==> config.mk <==
export PLATFORM = sky130hd
export DESIGN_NAME = rv32im_instruction_execute_core
export DESIGN_NICKNAME = d
export VERILOG_FILES = /design/src/hw/rtl/rv32ie_pkg.sv /design/src/hw/rtl/rv32ie_muldiv.sv /design/src/hw/rtl/rv32im_instruction_execute_core.sv
export VERILOG_INCLUDE_DIRS = /design/src /design/src/hw/rtl
export SDC_FILE = /design/constraint.sdc
export NUM_CORES = 2
export LEC_CHECK = 0
export BUFFER_PORTS_ARGS = -buffer_cell sky130_fd_sc_hd__buf_2
export CAP_MARGIN = 40
export CORE_UTILIZATION = 30
export DETAILED_ROUTE_END_ITERATION = 8
export PLACE_DENSITY_LB_ADDON = 0.15
export SLEW_MARGIN = 40
export SYNTH_ARGS = -nofsm -noshare
export SYNTH_HDL_FRONTEND = slang
export SYNTH_SLANG_ARGS = --single-unit
==> constraint.sdc <==
create_clock -name clk -period 12.38 [get_ports clk]
set_input_delay 1.857 -clock clk [delete_from_list [all_inputs] [get_ports clk]]
set_output_delay 1.857 -clock clk [all_outputs]
set_load 0.01 [all_outputs]
==> src/hw/rtl/assert_macros.svh <==
// Assertion helpers included by the execute core.
`ifndef ASSERT_MACROS_SVH
`define ASSERT_MACROS_SVH

// Same-cycle implication, checked outside reset.
`define ASSERT_IMPLIES(label, clk, rst_n, ante, cons) \
	label: assert property (@(posedge clk) disable iff (!rst_n) (ante) |-> (cons)) \
		else $error("assertion failed");

// Next-cycle implication, checked outside reset.
`define ASSERT_NEXT(label, clk, rst_n, ante, cons) \
	label: assert property (@(posedge clk) disable iff (!rst_n) (ante) |=> (cons)) \
		else $error("assertion failed");

`endif

==> src/hw/rtl/rv32ie_pkg.sv <==
`timescale 1ns / 1ps
package rv32ie_pkg;

	localparam int XLEN      = 32;
	localparam int REG_COUNT = 32;
	localparam int RegAddrW  = $clog2(REG_COUNT);
	localparam int ShCntW    = $clog2(XLEN);

	// item kinds
	localparam logic [1:0] MODE_INSTR   = 2'd0;
	localparam logic [1:0] MODE_LOAD    = 2'd1;
	localparam logic [1:0] MODE_PRELOAD = 2'd2;

	// configuration register indexes
	localparam logic [0:0] CFG_START_PC  = 1'd0;
	localparam logic [0:0] CFG_STOP_ADDR = 1'd1;

	// opcodes
	localparam logic [6:0] OP_LUI    = 7'b0110111;
	localparam logic [6:0] OP_AUIPC  = 7'b0010111;
	localparam logic [6:0] OP_IMM    = 7'b0010011;
	localparam logic [6:0] OP_REG    = 7'b0110011;
	localparam logic [6:0] OP_BRANCH = 7'b1100011;
	localparam logic [6:0] OP_STORE  = 7'b0100011;
	localparam logic [6:0] OP_LOAD   = 7'b0000011;
	localparam logic [6:0] OP_JAL    = 7'b1101111;
	localparam logic [6:0] OP_JALR   = 7'b1100111;
	localparam logic [6:0] OP_FENCE  = 7'b0001111;

	localparam logic [31:0] W_ECALL  = 32'h0000_0073;
	localparam logic [31:0] W_EBREAK = 32'h0010_0073;

	localparam logic [6:0] F7_BASE   = 7'b0000000;
	localparam logic [6:0] F7_ALT    = 7'b0100000;
	localparam logic [6:0] F7_MULDIV = 7'b0000001;

	// ALU funct3
	localparam logic [2:0] F3_ADD  = 3'd0;
	localparam logic [2:0] F3_SLL  = 3'd1;
	localparam logic [2:0] F3_SLT  = 3'd2;
	localparam logic [2:0] F3_SLTU = 3'd3;
	localparam logic [2:0] F3_XOR  = 3'd4;
	localparam logic [2:0] F3_SRL  = 3'd5;
	localparam logic [2:0] F3_OR   = 3'd6;
	localparam logic [2:0] F3_AND  = 3'd7;

	// branch funct3
	localparam logic [2:0] F3_BEQ  = 3'd0;
	localparam logic [2:0] F3_BNE  = 3'd1;
	localparam logic [2:0] F3_BLT  = 3'd4;
	localparam logic [2:0] F3_BGE  = 3'd5;
	localparam logic [2:0] F3_BLTU = 3'd6;
	localparam logic [2:0] F3_BGEU = 3'd7;

	// load / store funct3
	localparam logic [2:0] F3_LB  = 3'd0;
	localparam logic [2:0] F3_LH  = 3'd1;
	localparam logic [2:0] F3_LW  = 3'd2;
	localparam logic [2:0] F3_LBU = 3'd4;
	localparam logic [2:0] F3_LHU = 3'd5;
	localparam logic [2:0] F3_SW  = 3'd2;

	// M extension funct3
	localparam logic [2:0] F3_MUL    = 3'd0;
	localparam logic [2:0] F3_MULH   = 3'd1;
	localparam logic [2:0] F3_MULHSU = 3'd2;
	localparam logic [2:0] F3_MULHU  = 3'd3;
	localparam logic [2:0] F3_DIV    = 3'd4;
	localparam logic [2:0] F3_DIVU   = 3'd5;
	localparam logic [2:0] F3_REM    = 3'd6;
	localparam logic [2:0] F3_REMU   = 3'd7;

	// shift kinds
	localparam logic [1:0] SH_LEFT  = 2'd0;
	localparam logic [1:0] SH_RIGHT = 2'd1;
	localparam logic [1:0] SH_ARITH = 2'd2;

	typedef struct packed {
		logic            start;
		logic [2:0]      funct3;
		logic [XLEN-1:0] a;
		logic [XLEN-1:0] b;
	} md_req_t;

	typedef struct packed {
		logic            done;
		logic [XLEN-1:0] result;
	} md_rsp_t;

endpackage

==> src/hw/rtl/rv32ie_muldiv.sv <==
`timescale 1ns / 1ps
module rv32ie_muldiv (
	input  logic                clk,
	input  logic                arst_n,
	input  rv32ie_pkg::md_req_t req,
	output rv32ie_pkg::md_rsp_t rsp
);

	localparam logic [1:0] M_IDLE = 2'd0;
	localparam logic [1:0] M_RUN  = 2'd1;
	localparam logic [1:0] M_FIX  = 2'd2;
	localparam logic [1:0] M_DONE = 2'd3;

	localparam int W = rv32ie_pkg::XLEN;

	logic [1:0]                      st_q;
	logic [rv32ie_pkg::ShCntW-1:0]   cnt_q;
	logic [2:0]                      f3_q;
	logic [W-1:0]                    hi_q, lo_q, opnd_q, res_q;
	logic                            neg_a_q, neg_b_q, bnz_q;

	logic         sgn_a, sgn_b, na, nb;
	logic [W-1:0] abs_a, abs_b;
	logic [W:0]   shifted, msum;
	logic [W+1:0] diff;
	logic         fits;

	always_comb begin
		sgn_a = req.funct3 inside {rv32ie_pkg::F3_MULH, rv32ie_pkg::F3_MULHSU,
			rv32ie_pkg::F3_DIV, rv32ie_pkg::F3_REM};
		sgn_b = req.funct3 inside {rv32ie_pkg::F3_MULH, rv32ie_pkg::F3_DIV,
			rv32ie_pkg::F3_REM};
		na    = sgn_a & req.a[W-1];
		nb    = sgn_b & req.b[W-1];
		abs_a = na ? ('0 - req.a) : req.a;
		abs_b = nb ? ('0 - req.b) : req.b;
		// restoring divide step: remainder and next dividend bit
		shifted = {hi_q, lo_q[W-1]};
		diff    = {1'b0, shifted} - {2'b00, opnd_q};
		fits    = !diff[W+1];
		// shift-add multiply step
		msum    = lo_q[0] ? ({1'b0, hi_q} + {1'b0, opnd_q}) : {1'b0, hi_q};
	end

	always_ff @(posedge clk or negedge arst_n) begin
		if (!arst_n) begin
			st_q <= M_IDLE;
		end else begin
			case (st_q)
				M_IDLE: if (req.start) st_q <= M_RUN;
				M_RUN:  if (cnt_q == '0) st_q <= M_FIX;
				M_FIX:  st_q <= M_DONE;
				M_DONE: st_q <= M_IDLE;
				default: st_q <= M_IDLE;
			endcase
		end
	end

	always_ff @(posedge clk) begin
		case (st_q)
			M_IDLE: begin
				if (req.start) begin
					f3_q    <= req.funct3;
					hi_q    <= '0;
					lo_q    <= abs_a;
					opnd_q  <= abs_b;
					neg_a_q <= na;
					neg_b_q <= nb;
					bnz_q   <= (req.b != '0);
					cnt_q   <= '1;
				end
			end
			M_RUN: begin
				cnt_q <= cnt_q - 1'b1;
				if (f3_q[2]) begin
					hi_q <= fits ? diff[W-1:0] : shifted[W-1:0];
					lo_q <= {lo_q[W-2:0], fits};
				end else begin
					hi_q <= msum[W:1];
					lo_q <= {msum[0], lo_q[W-1:1]};
				end
			end
			M_FIX: begin
				case (f3_q)
					rv32ie_pkg::F3_MUL: res_q <= lo_q;
					rv32ie_pkg::F3_MULH, rv32ie_pkg::F3_MULHSU, rv32ie_pkg::F3_MULHU:
						// high word of the product, negated when the operand signs differ
						res_q <= (neg_a_q ^ neg_b_q) ?
							(~hi_q + {{(W-1){1'b0}}, (lo_q == '0)}) : hi_q;
					rv32ie_pkg::F3_DIV, rv32ie_pkg::F3_DIVU:
						res_q <= ((neg_a_q ^ neg_b_q) & bnz_q) ? ('0 - lo_q) : lo_q;
					default:
						res_q <= neg_a_q ? ('0 - hi_q) : hi_q;
				endcase
			end
			default: ;
		endcase
	end

	assign rsp.done   = (st_q == M_DONE);
	assign rsp.result = res_q;

endmodule

==> src/hw/rtl/rv32im_instruction_execute_core.sv <==
`timescale 1ns / 1ps
// Channel   | Direction | Handshake          | Payload
// input     | in        | in_valid/in_stall  | mode, instr_word, load_data, reg_index, reg_value
// result    | out       | out_valid/out_stall| next_pc, mem_*, store_data, halted, illegal
// config    | in        | cfg_write          | cfg_index, cfg_data
//
// A transaction passes through accept, execute and result register load.
// Shifts go through the shift register, one bit per cycle;
// MUL/DIV/REM go through the bit-serial multiply/divide unit.
// Reset clears pc, halted, load tracking and the register file valid bits.
// Input is taken again while a result waits; a stalled result holds the core
// in its result step until the output register is free.
`include "assert_macros.svh"
module rv32im_instruction_execute_core (
	input  logic        clk,
	input  logic        arst_n,
	input  logic        in_valid,
	output logic        in_stall,
	input  logic [1:0]  mode,
	input  logic [31:0] instr_word,
	input  logic [31:0] load_data,
	input  logic [4:0]  reg_index,
	input  logic [31:0] reg_value,
	output logic        out_valid,
	input  logic        out_stall,
	output logic [31:0] next_pc,
	output logic        mem_valid,
	output logic        mem_write,
	output logic [31:0] mem_address,
	output logic [1:0]  mem_size,
	output logic [31:0] store_data,
	output logic        halted,
	output logic        illegal,
	input  logic        cfg_write,
	input  logic [0:0]  cfg_index,
	input  logic [31:0] cfg_data
);

	localparam int W  = rv32ie_pkg::XLEN;
	localparam int AW = rv32ie_pkg::RegAddrW;

	localparam logic [2:0] S_IDLE   = 3'd0;
	localparam logic [2:0] S_EXEC   = 3'd1;
	localparam logic [2:0] S_SHIFT  = 3'd2;
	localparam logic [2:0] S_MULDIV = 3'd3;
	localparam logic [2:0] S_RESP   = 3'd4;

	logic [2:0]   state_q;
	logic [W-1:0] pc_q, stop_q;
	logic         halted_q, ld_pend_q;
	logic [AW-1:0] ld_dest_q;
	logic [2:0]   ld_kind_q;
	logic         out_valid_q;

	// latched transaction
	logic [1:0]   mode_q;
	logic [W-1:0] instr_q, ldata_q, pval_q;
	logic [AW-1:0] pidx_q;

	// register file: one write port, two registered read ports
	logic [W-1:0]         rf_mem [rv32ie_pkg::REG_COUNT];
	logic [rv32ie_pkg::REG_COUNT-1:0] rf_vld_q;
	logic [W-1:0]         rs1_q, rs2_q;
	logic                 rs1_vld_q, rs2_vld_q;
	logic                 rf_we;
	logic [AW-1:0]        rf_waddr;
	logic [W-1:0]         rf_wdata;

	// bit-serial shifter
	logic [W-1:0]                  shf_q;
	logic [rv32ie_pkg::ShCntW-1:0] shf_cnt_q;
	logic [1:0]                    shf_kind_q;

	// output register
	logic [W-1:0] next_pc_q, mem_address_q, store_data_q;
	logic [W-1:0] o_addr_q, o_sdata_q;
	logic         mem_valid_q, mem_write_q, illegal_q;
	logic         o_memv_q, o_memw_q, o_halt_q, o_ill_q;
	logic [1:0]   mem_size_q, o_size_q;

	logic in_accept, exec_run, slot_free, iter_done;

	// decode
	logic [6:0]    op, f7;
	logic [2:0]    f3;
	logic [AW-1:0] rd;
	logic [W-1:0]  a, b, opb, immi, imms, immu, immj, immb, pc4, ld_ext;
	logic          lt_s, lt_u, take;
	logic          ex_we, ex_illegal, ex_halt, ex_memv, ex_memw, ex_load;
	logic          ex_shift, ex_md;
	logic [W-1:0]  ex_wdata, ex_npc, ex_addr, ex_sdata;
	logic [1:0]    ex_size, ex_shkind;
	logic [rv32ie_pkg::ShCntW-1:0] ex_shamt;

	rv32ie_pkg::md_req_t md_req;
	rv32ie_pkg::md_rsp_t md_rsp;

	assign in_accept = in_valid && !in_stall;
	assign in_stall  = (state_q != S_IDLE);
	assign slot_free = !out_valid_q || !out_stall;

	always_comb begin
		op   = instr_q[6:0];
		rd   = instr_q[11:7];
		f3   = instr_q[14:12];
		f7   = instr_q[31:25];
		a    = rs1_vld_q ? rs1_q : '0;
		b    = rs2_vld_q ? rs2_q : '0;
		immi = {{20{instr_q[31]}}, instr_q[31:20]};
		imms = {{20{instr_q[31]}}, instr_q[31:25], instr_q[11:7]};
		immu = {instr_q[31:12], 12'b0};
		immj = {{11{instr_q[31]}}, instr_q[31], instr_q[19:12], instr_q[20],
			instr_q[30:21], 1'b0};
		immb = {{19{instr_q[31]}}, instr_q[31], instr_q[7], instr_q[30:25],
			instr_q[11:8], 1'b0};
		pc4  = pc_q + 32'd4;
		opb  = (op == rv32ie_pkg::OP_IMM) ? immi : b;
		lt_s = $signed(a) < $signed(opb);
		lt_u = a < opb;

		ex_we      = 1'b0;
		ex_wdata   = '0;
		ex_npc     = pc4;
		ex_illegal = 1'b0;
		ex_halt    = 1'b0;
		ex_memv    = 1'b0;
		ex_memw    = 1'b0;
		ex_addr    = '0;
		ex_size    = '0;
		ex_sdata   = '0;
		ex_load    = 1'b0;
		ex_shift   = 1'b0;
		ex_md      = 1'b0;
		ex_shkind  = rv32ie_pkg::SH_LEFT;
		ex_shamt   = (op == rv32ie_pkg::OP_IMM) ? instr_q[24:20] : b[4:0];
		take       = 1'b0;

		case (op)
			rv32ie_pkg::OP_LUI: begin
				ex_we = 1'b1; ex_wdata = immu;
			end
			rv32ie_pkg::OP_AUIPC: begin
				ex_we = 1'b1; ex_wdata = pc_q + immu;
			end
			rv32ie_pkg::OP_IMM, rv32ie_pkg::OP_REG: begin
				if (op == rv32ie_pkg::OP_REG && f7 == rv32ie_pkg::F7_MULDIV) begin
					ex_md = 1'b1;
				end else if (f3 == rv32ie_pkg::F3_SLL || f3 == rv32ie_pkg::F3_SRL) begin
					if (f7 == rv32ie_pkg::F7_BASE) begin
						ex_shift  = 1'b1;
						ex_shkind = (f3 == rv32ie_pkg::F3_SLL) ?
							rv32ie_pkg::SH_LEFT : rv32ie_pkg::SH_RIGHT;
					end else if (f7 == rv32ie_pkg::F7_ALT && f3 == rv32ie_pkg::F3_SRL) begin
						ex_shift  = 1'b1;
						ex_shkind = rv32ie_pkg::SH_ARITH;
					end else begin
						ex_illegal = 1'b1;
					end
				end else if (op == rv32ie_pkg::OP_REG && f7 == rv32ie_pkg::F7_ALT) begin
					if (f3 == rv32ie_pkg::F3_ADD) begin
						ex_we = 1'b1; ex_wdata = a - b;
					end else begin
						ex_illegal = 1'b1;
					end
				end else if (op == rv32ie_pkg::OP_REG && f7 != rv32ie_pkg::F7_BASE) begin
					ex_illegal = 1'b1;
				end else begin
					ex_we = 1'b1;
					case (f3)
						rv32ie_pkg::F3_ADD:  ex_wdata = a + opb;
						rv32ie_pkg::F3_SLT:  ex_wdata = {31'b0, lt_s};
						rv32ie_pkg::F3_SLTU: ex_wdata = {31'b0, lt_u};
						rv32ie_pkg::F3_XOR:  ex_wdata = a ^ opb;
						rv32ie_pkg::F3_OR:   ex_wdata = a | opb;
						default:             ex_wdata = a & opb;
					endcase
				end
			end
			rv32ie_pkg::OP_LOAD: begin
				if (f3 inside {3'd3, 3'd6, 3'd7}) begin
					ex_illegal = 1'b1;
				end else begin
					ex_memv = 1'b1;
					ex_addr = a + immi;
					ex_size = f3[1:0];
					ex_load = 1'b1;
				end
			end
			rv32ie_pkg::OP_STORE: begin
				if (f3 > rv32ie_pkg::F3_SW) begin
					ex_illegal = 1'b1;
				end else begin
					ex_memv  = 1'b1;
					ex_memw  = 1'b1;
					ex_addr  = a + imms;
					ex_size  = f3[1:0];
					ex_sdata = b;
				end
			end
			rv32ie_pkg::OP_JAL: begin
				ex_we = 1'b1; ex_wdata = pc4;
				ex_npc = pc_q + immj;
			end
			rv32ie_pkg::OP_JALR: begin
				if (f3 != 3'd0) begin
					ex_illegal = 1'b1;
				end else begin
					ex_we = 1'b1; ex_wdata = pc4;
					ex_npc = (a + immi) & ~32'd1;
				end
			end
			rv32ie_pkg::OP_BRANCH: begin
				case (f3)
					rv32ie_pkg::F3_BEQ:  take = (a == b);
					rv32ie_pkg::F3_BNE:  take = (a != b);
					rv32ie_pkg::F3_BLT:  take = lt_s;
					rv32ie_pkg::F3_BGE:  take = !lt_s;
					rv32ie_pkg::F3_BLTU: take = lt_u;
					rv32ie_pkg::F3_BGEU: take = !lt_u;
					default:             ex_illegal = 1'b1;
				endcase
				if (take) ex_npc = pc_q + immb;
			end
			rv32ie_pkg::OP_FENCE: begin
				if (f3 != 3'd0) ex_illegal = 1'b1;
			end
			default: begin
				if (instr_q == rv32ie_pkg::W_ECALL || instr_q == rv32ie_pkg::W_EBREAK) begin
					ex_halt = 1'b1;
					ex_npc  = pc_q;
				end else begin
					ex_illegal = 1'b1;
				end
			end
		endcase
		if (ex_illegal) ex_npc = pc4;
	end

	assign exec_run = (mode_q == rv32ie_pkg::MODE_INSTR) && !halted_q && !ld_pend_q &&
		(pc_q != stop_q);
	assign iter_done = (state_q == S_SHIFT && shf_cnt_q == '0) ||
		(state_q == S_MULDIV && md_rsp.done);

	// sign or zero extend the returning load
	always_comb begin
		case (ld_kind_q)
			rv32ie_pkg::F3_LB:  ld_ext = {{24{ldata_q[7]}}, ldata_q[7:0]};
			rv32ie_pkg::F3_LH:  ld_ext = {{16{ldata_q[15]}}, ldata_q[15:0]};
			rv32ie_pkg::F3_LBU: ld_ext = {24'b0, ldata_q[7:0]};
			rv32ie_pkg::F3_LHU: ld_ext = {16'b0, ldata_q[15:0]};
			default:            ld_ext = ldata_q;
		endcase
	end

	// single write port; x0 is never written, so it always reads invalid (zero)
	always_comb begin
		rf_waddr = rd;
		rf_wdata = ex_wdata;
		rf_we    = 1'b0;
		case (state_q)
			S_EXEC: begin
				case (mode_q)
					rv32ie_pkg::MODE_INSTR: rf_we = exec_run && ex_we;
					rv32ie_pkg::MODE_LOAD: begin
						rf_we = ld_pend_q; rf_waddr = ld_dest_q; rf_wdata = ld_ext;
					end
					rv32ie_pkg::MODE_PRELOAD: begin
						rf_we = 1'b1; rf_waddr = pidx_q; rf_wdata = pval_q;
					end
					default: rf_we = 1'b0;
				endcase
			end
			S_SHIFT: begin
				rf_we = iter_done; rf_wdata = shf_q;
			end
			S_MULDIV: begin
				rf_we = iter_done; rf_wdata = md_rsp.result;
			end
			default: rf_we = 1'b0;
		endcase
		if (rf_waddr == '0) rf_we = 1'b0;
	end

	assign md_req.start  = (state_q == S_EXEC) && exec_run && ex_md;
	assign md_req.funct3 = f3;
	assign md_req.a      = a;
	assign md_req.b      = b;

	rv32ie_muldiv u_muldiv (
		.clk    (clk),
		.arst_n (arst_n),
		.req    (md_req),
		.rsp    (md_rsp)
	);

	// control state
	always_ff @(posedge clk or negedge arst_n) begin
		if (!arst_n) begin
			state_q     <= S_IDLE;
			pc_q        <= '0;
			stop_q      <= '0;
			halted_q    <= 1'b0;
			ld_pend_q   <= 1'b0;
			ld_dest_q   <= '0;
			ld_kind_q   <= '0;
			out_valid_q <= 1'b0;
			rf_vld_q    <= '0;
		end else begin
			if (cfg_write) begin
				case (cfg_index)
					rv32ie_pkg::CFG_START_PC:  pc_q   <= cfg_data;
					rv32ie_pkg::CFG_STOP_ADDR: stop_q <= cfg_data;
					default: ;
				endcase
			end
			// raise valid when a result is loaded, drop it when the result leaves
			if (state_q == S_RESP && slot_free)
				out_valid_q <= 1'b1;
			else if (out_valid_q && !out_stall)
				out_valid_q <= 1'b0;
			if (rf_we) rf_vld_q[rf_waddr] <= 1'b1;
			case (state_q)
				S_IDLE: if (in_accept) state_q <= S_EXEC;
				S_EXEC: begin
					// halt on arrival at the stop address without executing
					if (mode_q == rv32ie_pkg::MODE_INSTR && !halted_q && !ld_pend_q &&
						pc_q == stop_q)
						halted_q <= 1'b1;
					if (exec_run && !ex_shift && !ex_md) begin
						pc_q <= ex_npc;
						if (ex_halt || ex_npc == stop_q) halted_q <= 1'b1;
						if (ex_load) begin
							ld_pend_q <= 1'b1;
							ld_dest_q <= rd;
							ld_kind_q <= f3;
						end
					end
					if (mode_q == rv32ie_pkg::MODE_LOAD) ld_pend_q <= 1'b0;
					if (exec_run && ex_shift)
						state_q <= S_SHIFT;
					else if (exec_run && ex_md)
						state_q <= S_MULDIV;
					else
						state_q <= S_RESP;
				end
				S_SHIFT, S_MULDIV: begin
					if (iter_done) begin
						pc_q <= pc4;
						if (pc4 == stop_q) halted_q <= 1'b1;
						state_q <= S_RESP;
					end
				end
				S_RESP: begin
					if (slot_free) state_q <= S_IDLE;
				end
				default: state_q <= S_IDLE;
			endcase
		end
	end

	// datapath registers
	always_ff @(posedge clk) begin
		if (rf_we) rf_mem[rf_waddr] <= rf_wdata;
		if (in_accept) begin
			mode_q    <= mode;
			instr_q   <= instr_word;
			ldata_q   <= load_data;
			pidx_q    <= reg_index;
			pval_q    <= reg_value;
			rs1_q     <= rf_mem[instr_word[19:15]];
			rs2_q     <= rf_mem[instr_word[24:20]];
			rs1_vld_q <= rf_vld_q[instr_word[19:15]];
			rs2_vld_q <= rf_vld_q[instr_word[24:20]];
		end
		if (state_q == S_EXEC) begin
			mem_valid_q   <= exec_run && ex_memv;
			mem_write_q   <= exec_run && ex_memw;
			mem_address_q <= exec_run ? ex_addr : '0;
			mem_size_q    <= exec_run ? ex_size : '0;
			store_data_q  <= exec_run ? ex_sdata : '0;
			illegal_q     <= exec_run && ex_illegal;
			shf_q         <= a;
			shf_cnt_q     <= ex_shamt;
			shf_kind_q    <= ex_shkind;
		end
		// advance the shifter one bit per cycle
		if (state_q == S_SHIFT && shf_cnt_q != '0) begin
			shf_cnt_q <= shf_cnt_q - 1'b1;
			case (shf_kind_q)
				rv32ie_pkg::SH_LEFT:  shf_q <= {shf_q[W-2:0], 1'b0};
				rv32ie_pkg::SH_ARITH: shf_q <= {shf_q[W-1], shf_q[W-1:1]};
				default:              shf_q <= {1'b0, shf_q[W-1:1]};
			endcase
		end
		// load the output register when the previous result has left
		if (state_q == S_RESP && slot_free) begin
			next_pc_q <= pc_q;
			o_memv_q  <= mem_valid_q;
			o_memw_q  <= mem_write_q;
			o_addr_q  <= mem_address_q;
			o_size_q  <= mem_size_q;
			o_sdata_q <= store_data_q;
			o_halt_q  <= halted_q;
			o_ill_q   <= illegal_q;
		end
	end

	assign out_valid   = out_valid_q;
	assign next_pc     = next_pc_q;
	assign mem_valid   = o_memv_q;
	assign mem_write   = o_memw_q;
	assign mem_address = o_addr_q;
	assign mem_size    = o_size_q;
	assign store_data  = o_sdata_q;
	assign halted      = o_halt_q;
	assign illegal     = o_ill_q;

	`ASSERT_NEXT(a_accept_to_exec, clk, arst_n, in_accept, state_q == S_EXEC)
	`ASSERT_IMPLIES(a_md_done_in_wait, clk, arst_n, md_rsp.done, state_q == S_MULDIV)
	`ASSERT_IMPLIES(a_no_write_idle, clk, arst_n, state_q == S_IDLE, !rf_we)
	`ASSERT_NEXT(a_halt_sticky, clk, arst_n, halted_q, halted_q)

endmodule
# == Word level (Yosys, flattened, before mapping) ==
# Memory sizes are Yosys's and may differ from the RTL's. A register that Yosys moved wholly into a read port is not among the register bits.
# Cells that the tools add are included.
# totals
out_inout_bits,104
ram_bits,1024
regBits,566
n_memories,1
word_cells,344
input_bits,141
# mem_list
name,depth,word_bits,rd,rd_clocked_by_memory_dff,wr,line,rtl
rf_mem,32,32,2,2,1,rv32im_instruction_execute_core.sv:61,logic [W-1:0] rf_mem [rv32ie_pkg::REG_COUNT];
# classes
n_mux,124
bitwise_logic,13
n_reduce_logical,86
addsub,17
n_eq_ne,52
magnitude_cmp,7
# op_table
operator,count
2-to-1 mux 32 bit,31
one-hot mux 32 bit (2 select lines),6
one-hot mux 32 bit (5 select lines),2
one-hot mux 32 bit (4 select lines),2
adder 32 bit,6
one-hot mux 32 bit (3 select lines),2
equality test 32 bit,4
subtractor 1 x 32 -> 32 bit (first input constant),4
less-than comparator 32 bit,2
inequality test 32 bit,2
OR 32 bit,2
2-to-1 mux 1 bit,49
subtractor 33 x 32 -> 34 bit,1
adder 32 x 32 -> 33 bit,1
2-to-1 mux 33 bit,1
adder 32 x 1 -> 32 bit,1
adder 32 x 3 -> 32 bit (second input constant),1
AND 32 bit,1
equality test 32 x 21 -> 1 bit (second input constant),1
equality test 32 x 7 -> 1 bit (second input constant),1
logical NOT 32 bit,1
inverter 32 bit,1
nonzero test 32 bit,1
subtractor 32 bit,1
other kinds (52),175

# == Longest topological paths before layout ==
# depth
word_depth,14
mapped_depth,24
depth_no_buf,21

# == Cells and area by module ==
# A second synthesis with hierarchy kept.
# unflattened
cells_unflattened,7799
hier_area_um2,97838.8
# modules_own_cells
mod,seq_area_each_um2,area_per_inst_um2,instances,cells_each
rv32im_instruction_execute_core,44883.0,84248.3,1,6145
rv32ie_muldiv,4224.1,13590.5,1,1654

# == Worst setup path after synthesis ==
# No wires, ideal clock.
# synth_timing
kind,input port to flip-flop
from,input port in_valid
to,"register instr_q[0], enable pin"
required_time_ns,11.679
setup_ns,0.701
t_arrival_ns,8.844
n_path_buf,0
path_slack_ns,2.835
cell_stages,2
cell_sequence,inv_1 -> nor2_1
# synth_between
elab_chain_cells,1
# synth_rtl
item,line,rtl
"start, declared",rv32im_instruction_execute_core.sv:17,"input logic in_valid,"
logical AND 1 bit,rv32im_instruction_execute_core.sv:98,assign in_accept = in_valid && !in_stall;
net in_accept,rv32im_instruction_execute_core.sv:81,"logic in_accept, exec_run, slot_free, iter_done;"
"end signal, assigned",rv32im_instruction_execute_core.sv:366,instr_q <= instr_word;
"end, declared",rv32im_instruction_execute_core.sv:57,"logic [W-1:0] instr_q, ldata_q, pval_q;"
# The timed path passes the listed nets, and every way through them passes these cells.
# A chain may end at the register's enable or synchronous reset.

# == Worst setup path after layout ==
# layout_timing
from,register instr_q[4]
to,register halted_q
# layout_between
elab_chain_cells,14
word_cells_on_any_way,53
cone_classes,order compare: 2; eq/ne: 13; mux: 22; reduce/logical: 16
# layout_rtl
item,line,rtl
equality test 7 x 5 -> 1 bit,"rv32im_instruction_execute_core.sv:117, rv32im_instruction_execute_core.sv:138",
2-to-1 mux 32 bit,rv32im_instruction_execute_core.sv:117,opb = (op == rv32ie_pkg::OP_IMM) ? immi : b;
"less-than comparator 32 bit, on equally long branches","rv32im_instruction_execute_core.sv:119, rv32im_instruction_execute_core.sv:118",
"logical NOT 1 bit, on equally long branches","rv32im_instruction_execute_core.sv:219, rv32im_instruction_execute_core.sv:217",
one-hot mux 1 bit (6 select lines),rv32im_instruction_execute_core.sv:213,case (f3)
2-to-1 mux 1 bit,rv32im_instruction_execute_core.sv:138,case (op)
2-to-1 mux 32 bit,rv32im_instruction_execute_core.sv:222,if (take) ex_npc = pc_q + immb;
one-hot mux 32 bit (4 select lines),rv32im_instruction_execute_core.sv:138,
2-to-1 mux 32 bit,rv32im_instruction_execute_core.sv:236,if (ex_illegal) ex_npc = pc4;
equality test 32 bit,rv32im_instruction_execute_core.sv:331,if (ex_halt || ex_npc == stop_q) halted_q <= 1'b1;
logical OR 1 bit,rv32im_instruction_execute_core.sv:331,
2-to-1 mux 1 bit,rv32im_instruction_execute_core.sv:331,
2-to-1 mux 1 bit *,rv32im_instruction_execute_core.sv:329,if (exec_run && !ex_shift && !ex_md) begin
one-hot mux 1 bit (2 select lines) *,rv32im_instruction_execute_core.sv:322,case (state_q)
"end signal, assigned",rv32im_instruction_execute_core.sv:328,halted_q <= 1'b1;
"end signal, assigned",rv32im_instruction_execute_core.sv:331,
"end signal, assigned",rv32im_instruction_execute_core.sv:349,if (pc4 == stop_q) halted_q <= 1'b1;
"end, declared",rv32im_instruction_execute_core.sv:50,"logic halted_q, ld_pend_q;"
# Every way passes the cells marked *; elsewhere a longest branch is shown, timed or not. The select of a mux whose other input is x is not followed.

==> flow_metrics.tcl <==
set metrics [dict create \
    synth.most_common_cell "edfxtp_1" \
    core_area_sq_um 325000 \
    cp_max_fo 34 \
    final_core_util_pct 34.5 \
    num_rows 209 \
    whs_path_depth 0 \
    critPathRequiredTime_ns 13.18 \
    yosysTopAreaCellShare_pct 47.3 \
    drc 0 \
    drv_cap 0 \
    dr.pass1.iters 8 \
    grt_max_degree 124 \
    ys_warn_count 0 \
    die_w_microns 574 \
    cts_resized 0 \
    netlist_top_cells_count "1,542 x edfxtp_1, 660 x mux4_2, 629 x a21oi_1, 607 x nor2_1, 494 x nand2_1" \
    wire_per_inst_microns 34.6 \
    syn_area_sq_um 98000 \
    die_area_sq_um 329000 \
    seq_area_sq_um 49100 \
    clk_pin_slew_ns 0.06 \
    largest_reg_flops 1024 \
    r2r_slack_ns 4.68 \
    p_per_area_nw_per_um2 181 \
    clockBufferDepth 4 \
    peakVddDrop_mv 0.117 \
    yosysUniqueCellTypes 95 \
    fill_cells 31700 \
    rsz0062_at_grt "no" \
    synth-seq-area-share_pct 50.1 \
    timing.final.crit_period_ns 7.70 \
    numPortBuffers 244 \
    cts_setup_buffers 0 \
    max_slew_margin_pct 37.8 \
    grt_overflow 0 \
    ioPinCount 245 \
    outcome "finished, final reports clean" \
    clock-root-buffer "clkbuf_16" \
    setup_violations 0 \
    multi_input_area_sq_um 47000 \
    routabilityCongestion 0.994 \
    setup_ws_ns 4.68 \
    reg2reg_depth 18 \
    fmax_ghz 0.130 \
    routed_wl_microns 433000 \
    hpwl_microns 301000 \
    num_vias 73600 \
    worstSetupEndpointType "flop" \
    hold_slack_ns 0.402 \
    viasPerCell 5.87 \
    track_usage_pct 25.6 \
    antenna_found_initial 48 \
    hold_buffers 0 \
    netlist.top_cell.by_area "edfxtp_1" \
    hp-class "flop to flop" \
    final-hold-violation-count 0 \
    first_global_vias 71800 \
    synth_cells 7849 \
    tightest_slew_ns 0.933 \
    synth_flop_cell "edfxtp_1" \
    worstSetupStartpointType "flop" \
    grt_pass1_wl_microns 594000 \
    initial_core_util_pct 30.2 \
    clk_latency_ns 0.92 \
    synth-seq-cells 1654 \
    p_leak_nw 38.6 \
    die_h_microns 574 \
    criticalPathCategory "flop to flop" \
    async_reset_ff_share_pct 6.77 \
    clock-sinks 1654 \
    cts_tree "built" \
    top_register "rf_mem" \
    tns_ns 0 \
    fin_crit_sh_pct 62.2 \
    h-tree-depth 4 \
    finalMaxSlewViolations 0 \
    first_iter_violations 8774 \
    ant_nets 0 \
    dp_slack_ns 4.60 \
    syn_avg_cell_area_sq_um 12.5 \
    crit_arrival_ns 8.50 \
    nets 8485 \
    synth_edf_count 1542 \
    drive_gt1_share_pct 21.8 \
    finClkSkew_ns 0.0745 \
    synth_area_leaders "edfxtp_1 47%, mux4_2 15%, ha_1 3.7%" \
    syn_to_final_growth_pct 14.3 \
    cts_buffers 191 \
]
-- final timing paths --
check	start	end
setup / recovery	instr_q[4]	halted_q
hold / removal	mem_address_q[20]	mem_address[20]
setup reg to reg	instr_q[4]	halted_q
hold reg to reg	mem_address_q[20]	mem_address[20]
max in group asynchronous	arst_n	stop_q[26]
min in group asynchronous	arst_n	pc_q[11]
-- layer usage --
metal	vias to the layer above	track usage [%]	wire length, microns
li1	31300	-	-
met3	691	3.94	28700
met4	36	10.4	19400
met1	38600	33.8	181000
met5	-	0	267
met2	3072	41.9	204000
-- power by group --
part	total, W	switching (W)	internal [W]
sequential	0.00754	0.000654	0.00688
combinational	0.00716	0.00486	0.00231
clock	0.00561	0.00246	0.00315
-- critical path: stages, from the launching register on --
cell and delay, ns:
edfxtp_1 0.66, nor3b_4 0.64, and2_1 0.44, buf_4 0.45
o21ai_0 0.24, ha_1 0.49, or4_1 0.63, nor3_1 0.30
buf_4 0.25, a21oi_1 0.13, o22ai_1 0.70, a21oi_2 0.31
a31oi_1 0.41, nor4_1 0.11, a2111oi_1 0.64, nand4_1 0.19
a2111oi_0 0.45, nand4_1 0.25, o31ai_2 0.24
-- cell type report --
type / instances / area share [%]
antenna: 8 / 0.0179
timing repair buffer: 510 / 3.23
clock buffer: 244 / 4.51
multi-input combinational: 5461 / 41.9
tap: 4325 / 4.83
sequential: 1654 / 43.8
inverter: 231 / 0.776
clock inverter: 107 / 0.853
-- stage by stage --
stage	std cells	area, sq um	total power, W
2_1_floorplan	7880	98100	0.0116
3_3_place_gp	12200	105000	0.0146
3_5_place_dp	12200	106000	0.0146
4_1_cts	12500	112000	0.0203
5_1_grt	12500	112000	0.0210
6_report	12500	112000	0.0203
-- layout by cell type, fill, tap and decap left out, types with 211 or more instances in the layout --
cell type and n:
inv_1 226, mux4_2 660, xnor2_1 231, nor2_1 559, ha_1 284, buf_4 211
a21oi_1 602, nand2_1 491, o21ai_0 433, buf_2 239, edfxtp_1 1542
-- cell families (layout without fill, tap and decap cells) --
group                      after synthesis  count (layout)  share of synthesized area (%)
AOI/OAI and AO/OA                     1973            1973                           12.7
and+or+nand+nor                       1842            1842                           8.82
DFF                                   1654            1654                           50.1
muxes                                  907             907                           17.9
buffers and inverters                  765            1092                           2.96
xor gates and xnor gates               412             412                           3.68
adders and majority gates              295             295                           3.84
other                                    1              40                        0.00383
(Power assumes the default switching activity.)
